`src/rtl/core/tbb_pkg.sv`:
```
// Shared types for the trimmed bounding box block.
// No dependencies; every other file in rtl/core but tbb_ifs refers to it by scoped names.
package tbb_pkg;

  // Sort direction of one list of extreme values
  typedef enum logic {
    ORDER_ASCEND,   // keeps the smallest values, smallest first
    ORDER_DESCEND   // keeps the largest values, largest first
  } tbb_order_t;

  // Tag that travels with the captured sums into the result pipeline
  typedef struct packed {
    logic valid;    // a model has finished, sums are on the bus
    logic too_few;  // fewer vertices than the trim count were given
  } tbb_tag_t;

endpackage

```
`src/rtl/core/tbb_sorted_list.sv`:
```
// One sorted list of the TRIM_COUNT most extreme values on one axis, with a
// running sum of its entries. Parallel compare-and-shift insertion.
// Depends on tbb_pkg.
module tbb_sorted_list #(
  parameter int                  TRIM_COUNT  = 10,
  parameter int                  COORD_WIDTH = 16,
  parameter int                  SUM_WIDTH   = 20,
  parameter tbb_pkg::tbb_order_t ORDER       = tbb_pkg::ORDER_ASCEND
) (
  input  logic                          clk,
  input  logic                          rst_n,
  input  logic                          en_i,      // take val_i this cycle
  input  logic                          clr_i,     // with en_i: refill after insertion
  input  logic signed [COORD_WIDTH-1:0] val_i,
  output logic signed [SUM_WIDTH-1:0]   sum_nxt_o  // sum of the list with val_i inserted
);

  localparam longint MaxV  = (longint'(1) <<< (COORD_WIDTH - 1)) - 1;
  localparam longint MinV  = -(longint'(1) <<< (COORD_WIDTH - 1));
  localparam longint FillV = (ORDER == tbb_pkg::ORDER_ASCEND) ? MaxV : MinV;
  localparam logic signed [COORD_WIDTH-1:0] Fill    = COORD_WIDTH'(FillV);
  localparam logic signed [SUM_WIDTH-1:0]   SumFill = SUM_WIDTH'(FillV * TRIM_COUNT);

  logic signed [COORD_WIDTH-1:0] entry_r   [TRIM_COUNT];
  logic signed [COORD_WIDTH-1:0] entry_nxt [TRIM_COUNT];
  logic        [TRIM_COUNT-1:0]  beats;
  logic signed [SUM_WIDTH-1:0]   sum_r;
  logic signed [SUM_WIDTH-1:0]   sum_nxt;

  // New value beats an entry when strictly more extreme; equal values go after
  always_comb begin
    for (int i = 0; i < TRIM_COUNT; i++) begin
      if (ORDER == tbb_pkg::ORDER_ASCEND) begin
        beats[i] = (val_i < entry_r[i]);
      end else begin
        beats[i] = (val_i > entry_r[i]);
      end
    end
  end

  // Each entry keeps its value, takes the new one, or takes its neighbour
  for (genvar i = 0; i < TRIM_COUNT; i++) begin : g_entry
    if (i == 0) begin : g_head
      assign entry_nxt[i] = beats[i] ? val_i : entry_r[i];
    end else begin : g_body
      assign entry_nxt[i] = !beats[i]     ? entry_r[i]   :
                            !beats[i - 1] ? val_i        : entry_r[i - 1];
    end
  end

  // Running sum: if the new value enters the list, it goes in and the tail entry out
  assign sum_nxt   = beats[TRIM_COUNT-1]
                   ? sum_r + SUM_WIDTH'(val_i) - SUM_WIDTH'(entry_r[TRIM_COUNT-1])
                   : sum_r;
  assign sum_nxt_o = sum_nxt;

  // List and sum registers
  always_ff @(posedge clk) begin
    if (!rst_n || (en_i && clr_i)) begin
      for (int i = 0; i < TRIM_COUNT; i++) begin
        entry_r[i] <= Fill;
      end
      sum_r <= SumFill;
    end else if (en_i) begin
      entry_r <= entry_nxt;
      sum_r   <= sum_nxt;
    end
  end

  // Order check over the stored entries
  logic ordered;
  always_comb begin
    ordered = 1'b1;
    for (int i = 0; i + 1 < TRIM_COUNT; i++) begin
      if (ORDER == tbb_pkg::ORDER_ASCEND) begin
        if (entry_r[i] > entry_r[i + 1]) ordered = 1'b0;
      end else begin
        if (entry_r[i] < entry_r[i + 1]) ordered = 1'b0;
      end
    end
  end

  a_list_ordered : assert property (@(posedge clk) disable iff (!rst_n) ordered)
    else $error("extreme value list out of order");

  a_clear_refills : assert property (@(posedge clk) disable iff (!rst_n)
    en_i && clr_i |=> sum_r == SumFill)
    else $error("list sum not refilled after end of model");

endmodule

```
`config.mk`:
```
export PLATFORM = sky130hd
export DESIGN_NAME = tbb_sorted_list
export DESIGN_NICKNAME = d
export VERILOG_FILES = /design/src/rtl/core/tbb_pkg.sv /design/src/rtl/core/tbb_sorted_list.sv
export SDC_FILE = /design/constraint.sdc
export NUM_CORES = 1
export LEC_CHECK = 0
export BUFFER_PORTS_ARGS = -buffer_cell sky130_fd_sc_hd__buf_2
export CORE_MARGIN = 2
export CORE_UTILIZATION = 24
export CTS_CLUSTER_SIZE = 20
export DETAILED_ROUTE_END_ITERATION = 12
export GPL_ROUTABILITY_DRIVEN = 0
export MAX_ROUTING_LAYER = met4
export PLACE_DENSITY = 0.39
export SETUP_SLACK_MARGIN = 0.5
export SKIP_CTS_REPAIR_TIMING = 1
export SLEW_MARGIN = 20
export SYNTH_ARGS = -nofsm -noshare
export SYNTH_HDL_FRONTEND = slang
export SYNTH_SLANG_ARGS = --single-unit
```
`constraint.sdc`:
```
create_clock -name clk -period 5.01 [get_ports clk]
set_input_delay 1.002 -clock clk [delete_from_list [all_inputs] [get_ports clk]]
set_output_delay 1.002 -clock clk [all_outputs]
set_load 0.05 [all_outputs]
```
==> out/qor.txt, run 1 <==
Status -> finished, final reports clean
Tcrit/Tclk final -> 91.8%
Worst-margin pin slew -> 1.12 ns
MaxCap Viol Count -> 0
Rel. slew slack -> 24.8%
N_diodes -> 0
Post-synth EDFFs -> 0
Leakage power -> 7.89 nW
DR vias -> 12100
Routed WL -> 45300 um
FMAX -> 0.217 GHz
Total GRT Usage -> 16.0%
Max Slew Vio Count -> 0
First-pass GRT wire length -> 70500 um
Final clock skew -> 0.0109 ns
Drt pass-1 iters -> 5
Post-synthesis to final-layout area growth -> 16.2%
Largest net degree at the start of global routing -> 40
Non-filler instance count after layout -> 2501
Tmin final -> 4.60 ns
Placed Cells -> 2464
Buffers on Ports -> 39
Cell area after synthesis -> 13800 sq um
Critical-path maximum fanout -> 4
Worst path bufs/invs -> 4
Critical path endpoint category -> output port
Nets -> 1932
Total grt overflow -> 0
Netlist cell types -> 71
CP Launch Type -> primary input
Final setup fails -> 0
Syn Nets -> 1915
RSZ-0062 raised after global routing -> true
Seq/Total Area, Yosys -> 26.0%
Num rows -> 88
Avg Vias per Cell -> 4.85
CTS Buffer Depth -> 2
Post-synth top cells -> inv_1 (236), dfxtp_1 (180), ha_1 (170)
Finished layout cell area -> 16100 sq um
Avg Cell Area, Syn -> 8.11 sq um
HPWL Detailed -> 33700 um
Reg2reg start -> entry_r[69]
CTS tree -> done
Initial Util -> 24.1%
Slowest CP cell -> fa_1
Die ar. -> 59600 sq um
CTS sink count -> 180
Ranking of synthesized cells by area -> dfxtp_1 (26%), ha_1 (15%), inv_1 (6.4%)
Core Util, Final -> 28.0%
Post-route ant nets -> 0
Grt met3 use -> 2.17%
Worst path arrival time -> 3.60 ns
Peak supply drop -> 0.247 mV
Hold Path Origin -> sum_r[0]
CP Data Required Time -> 4.01 ns
Hold Vio Cnt, Final -> 0
Synth Instances -> 1706
Fillcell total -> 6193
Yosys top cell by area -> dfxtp_1
Die H -> 244 um
Count leader, synth -> inv_1
Placeable Area -> 57400 sq um
CTS HTree Levels -> 4
Flops & latches, synth -> 180
CP peak stage delay -> 0.49 ns
DRC -> 0
Post-synth top flop -> dfxtp_1
Crit path from -> val_i[1]
Worst-Skew Late Latency -> 0.49 ns
CP Class -> in2out
Initial antenna violation count -> 0
Post-synth ARST share -> 0%
CP delay by family, top -> compound AO/OA/AOI/OAI gates
Worst hold margin -> 0.468 ns
CTS buffer count -> 17
Cell Pwr Density -> 332 nW/um^2
Critical Path, Cell by Cell -> buf_8 > inv_4 > fa_1 > inv_2 > fa_2 > a21oi_2 > o21ai_2 > o211ai_1 > a31oi_2 > a31oi_1 > xnor2_1 > mux2_4 > buf_6
Met2 usage -> 27.6%
Placed Area -> 15200 sq um
Clock slew at reported path FFs -> 0.07 ns
Worst min path class -> reg2reg
# IOs -> 40
Busiest layer in global routing -> met2
1st-iter DRT viols -> 603
Setup TNS -> 0 ns
Ys Warns -> 0
Root Driver -> clkbuf_16
Vias in the first global route -> 12000
Share of layout cells above drive strength 1 -> 14.7%
Share of the synthesized area in the top cell type -> 26.0%
DR WL/cell -> 18.1 um
Die extent in x -> 244 um
Met1 usage -> 19.3%
==> state kept, by name, summed over array words and instances, names as in the netlist <==
name / flops
entry_r: 160
sum_r: 20
==> placed cells by master (no fill, tap or decap), drive strengths merged, types with 14 or more instances in the layout <==
cell / count
nor3: 69
nor2: 89
a311oi: 20
o211ai: 32
a22oi: 14
dfxtp: 180
a21o: 30
o311a: 14
o31ai: 15
fa: 19
buf: 102
inv: 237
nand4: 16
a211oi: 23
nand2: 119
a21oi: 163
o32a: 15
o21ai: 89
mux2i: 44
mux2: 14
a2bb2oi: 76
ha: 170
nand3: 44
clkbuf: 25
==> per-layer routing <==
| layer | part of all wire [%] | up-vias |
|---|---|---|
| li1 | - | 6128 |
| met5 | 0 | - |
| met2 | 50 | 121 |
| met4 | 1.6 | 0 |
| met3 | 2.1 | 39 |
| met1 | 46 | 5838 |
==> power breakdown <==
part | leakage, nW | internal, W | switching [W]
clock | 0.283 | 0.000760 | 0.000652
sequential | 1.47 | 0.00153 | 0.0000860
combinational | 6.14 | 0.000906 | 0.00140
==> worst paths after layout <==
path	to	slack (ns)	cells after the start
worst max register to register	entry_r[72]	1.95	10
worst min-delay path	sum_r[0]	0.47	2
worst min register to register	sum_r[0]	0.47	2
worst max-delay path	sum_nxt_o[14]	0.41	13
==> per-stage QoR <==
step	total power, W	worst slack, ns
5_1_grt	0.00570	0.279
3_5_place_dp	0.00381	0.159
3_3_place_gp	0.00380	0.184
4_1_cts	0.00525	0.155
2_1_floorplan	0.00326	0.497
6_report	0.00534	0.409
==> worst register-to-register path: cells and delay by family (launching register included) <==
kind | cells | cell delay, ns
flops | 1 | 0.36
simple gates | 2 | 0.70
compound gates | 5 | 0.94
fa+ha+maj | 1 | 0.28
mux | 1 | 0.59
buf+inv | 1 | 0.05
==> cells by family (layout without fill, tap and decap cells) <==
kind of cell               count (synthesis)  count (layout)  synth area share, %
AOI/OAI and AO/OA                        534             534                 27.6
xor gates and xnor gates                  19              19                 1.20
adders and majority gates                189             189                 18.1
buffers and inverters                    345             375                 10.0
DFF                                      180             180                 26.0
muxes                                     58              58                 4.41
and+or+nand+nor                          381             381                 12.6
==> cell type report <==
type / count / area, sq um / area share, %
Sequential cell: 180 / 3600 / 22.4
Clock buffer: 20 / 457 / 2.84
Clock inverter: 12 / 129 / 0.801
Timing Repair Buffer: 107 / 826 / 5.13
Tap cell: 765 / 957 / 5.95
Inverter: 236 / 900 / 5.59
Multi-Input combinational cell: 1181 / 9220 / 57.3
Power figures use the tool's default switching activity.
==> inputs of run 2 (changes only) <==
--- a/config.mk
+++ b/config.mk
@@ -5,6 +5,7 @@
 export SDC_FILE = /design/constraint.sdc
 export NUM_CORES = 1
 export LEC_CHECK = 0
+export ABC_AREA = 1
 export BUFFER_PORTS_ARGS = -buffer_cell sky130_fd_sc_hd__buf_2
 export CORE_MARGIN = 2
 export CORE_UTILIZATION = 24
==> out/qor.txt, run 2 <==
Share of the synthesized area in the top cell type -> 24.4% (-1.6 points)
Final clock skew -> 0.0117 ns (+0.000794 ns)
RSZ-0062 raised after global routing -> true
Total grt overflow -> 0 (unchanged)
Buffers on Ports -> 39 (unchanged)
Total GRT Usage -> 18.3% (+2.3 points)
CP Class -> in2out
Post-synth EDFFs -> 0 (unchanged)
Critical Path, Cell by Cell -> clkbuf_4 > clkinvlp_4 > fa_1 > inv_1 > ha_4 > nand2_1 > nand2_1 > a21oi_2 > nor2_1 > nor2_1 > nand2_2 > xor2_2 > nand2_1 > and2_1 > buf_4
Syn Nets -> 2408 (+26%)
CTS buffer count -> 17 (unchanged)
Routed WL -> 55200 um (+22%)
Vias in the first global route -> 14000 (+17%)
Peak supply drop -> 0.260 mV (+5.0%)
Status -> finished, final reports clean
Max Slew Vio Count -> 0 (unchanged)
Ys Warns -> 0 (unchanged)
MaxCap Viol Count -> 0 (unchanged)
CP peak stage delay -> 0.55 ns (+0.06 ns)
Drt pass-1 iters -> 5 (unchanged)
Post-synth top flop -> dfxtp_1
Netlist cell types -> 39 (-45%)
Cell Pwr Density -> 364 nW/um^2 (+9.7%)
# IOs -> 40 (unchanged)
Die extent in x -> 252 um (+3.2%)
Die ar. -> 63500 sq um (+6.6%)
Hold Vio Cnt, Final -> 0 (unchanged)
CP Launch Type -> primary input
Worst path arrival time -> 3.43 ns (-0.17 ns)
DR WL met2 -> 26800 um (+18%)
Count leader, synth -> nand2_1
Worst-Skew Late Latency -> 0.50 ns (about the same)
Yosys top cell by area -> dfxtp_1
Flops & latches, synth -> 180 (unchanged)
Worst path most repeated cell -> nand2_1
CTS sink count -> 180 (unchanged)
Placeable Area -> 60600 sq um (+5.6%)
Initial Util -> 24.4% (+0.24 points)
Most common cell after layout, fill and taps aside -> nand2_1
Number of flip-flops under the largest register name -> 160 (unchanged)
Avg Cell Area, Syn -> 6.71 sq um (-17%)
FMAX -> 0.226 GHz (+3.9%)
Post-synthesis to final-layout area growth -> 15.4%
Metal3 WL -> 1820 um (+94%)
Initial antenna violation count -> 0 (unchanged)
Critical path endpoint category -> output port
Largest Register -> entry_r
Cell area after synthesis -> 14800 sq um (+6.7%)
M1 wire length -> 24500 um (+17%)
Top Registers -> entry_r x160, sum_r x20
Tcrit/Tclk final -> 88.4% (-3.5 points)
Post-route ant nets -> 0 (unchanged)
CTS tree -> done
Final setup fails -> 0 (unchanged)
Core Util, Final -> 28.1% (+0.076 points)
Ranking of synthesized cells by area -> dfxtp_1 (24%), nand2_1 (18%), ha_1 (14%)
Slowest CP cell -> fa_1
Tmin final -> 4.43 ns (-0.173 ns)
Commonest non-fill, non-tap cells in the layout -> nand2_1 (692), inv_1 (309), nand3_1 (307), dfxtp_1 (179), ha_1 (154)
Worst-margin pin slew -> 0.721 ns (-0.402 ns)
CP Data Required Time -> 4.01 ns (about the same)
Critical-path maximum fanout -> 4 (unchanged)
1st-iter DRT viols -> 742 (+23%)
Worst min path class -> reg2reg
Rel. slew slack -> 51.9% (+27 points)
Post-synth ARST share -> 0% (unchanged)
Seq/Total Area, Yosys -> 24.4% (-1.6 points)
Num rows -> 90 (+2.3%)
First-pass GRT wire length -> 83800 um (+19%)
Synth Instances -> 2199 (+29%)
Fillcell total -> 6743 (+8.9%)
Root Driver -> clkbuf_16
Largest net degree at the start of global routing -> 91 (+130%)
DR vias -> 14100 (+16%)
DR WL/cell -> 18.2 um (+0.42%)
N_diodes -> 0 (unchanged)
CTS HTree Levels -> 4 (unchanged)
Clock slew at reported path FFs -> 0.07 ns (about the same)
CTS Buffer Depth -> 2 (unchanged)
Uppermost routed layer -> met4
Share of layout cells above drive strength 1 -> 15.2% (+0.54 points)
Die H -> 252 um (+3.2%)
Setup TNS -> 0 ns (unchanged)
Leakage power -> 9.38 nW (+19%)
Nets -> 2448 (+27%)
DRC -> 0 (unchanged)
HPWL Detailed -> 39800 um (+18%)
Avg Vias per Cell -> 4.64 (-4.3%)
Post-synth top cells -> nand2_1 (704), inv_1 (312), nand3_1 (309)
[run 2: final timing paths]
kind / startpoint / endpoint / slack [ns] / cells past startpoint
max reg2reg: entry_r[15] / entry_r[0] / 2.36 / 15
max: val_i[9] / sum_nxt_o[14] / 0.58 / 15
min reg2reg: entry_r[102] / entry_r[102] / 0.47 / 2
min: entry_r[102] / entry_r[102] / 0.47 / 2
[run 2: cells by family after synthesis]
logic type | Yosys count | synth area share [%]
buffers and inverters | 409 | 11.9
xor gates and xnor gates | 17 | 1.01
and+or+nand+nor | 1227 | 39.4
DFF | 180 | 24.4
AOI/OAI and AO/OA | 177 | 6.36
adders and majority gates | 189 | 17.0
[run 2: report_power, final]
group,switching [W],internal [W],total (W)
clock network,0.000690,0.000720,0.00141
registers,0.0000857,0.00157,0.00166
logic,0.00208,0.00106,0.00313
[run 2: layout make-up]
| class | instances | area [sq um] | area share [%] |
|---|---|---|---|
| clock buffers | 20 | 457 | 2.68 |
| clock inverters | 12 | 120 | 0.705 |
| inverters | 338 | 1320 | 7.74 |
| multi-input cells | 1610 | 9850 | 57.8 |
| flip-flops and latches | 180 | 3600 | 21.2 |
| well taps | 782 | 978 | 5.74 |
| repair buffers | 92 | 708 | 4.16 |
[run 2: routing by layer]
layer	track usage, %	vias to the layer above
met3	2.75	70
met1	21.9	6677
met2	30.7	232
li1	-	7101
met4	7.35	0
met5	-	-
[run 2: worst max-delay path, delay by kind of cell]
family / cells / cell delay (ns)
simple gates: 7 / 0.66
fa+ha+maj: 2 / 0.82
xor+xnor: 1 / 0.18
compound gates: 1 / 0.14
buf+inv: 4 / 0.60
[run 2: through the flow]
| step | cells | instance area (sq um) | power [W] | hold slack [ns] | setup slack [ns] |
|---|---|---|---|---|---|
| global route | 3034 | 17000 | 0.00667 | 0.491 | 0.472 |
| global placement | 2993 | 15800 | 0.00445 | 0.450 | 0.0918 |
| floorplan | 2199 | 14800 | 0.00374 | 0.433 | 0.395 |
| CTS | 3025 | 16400 | 0.00591 | 0.469 | 0.137 |
| detailed placement | 2993 | 15800 | 0.00447 | 0.453 | 0.148 |
| finish | 3034 | 17000 | 0.00620 | 0.468 | 0.582 |
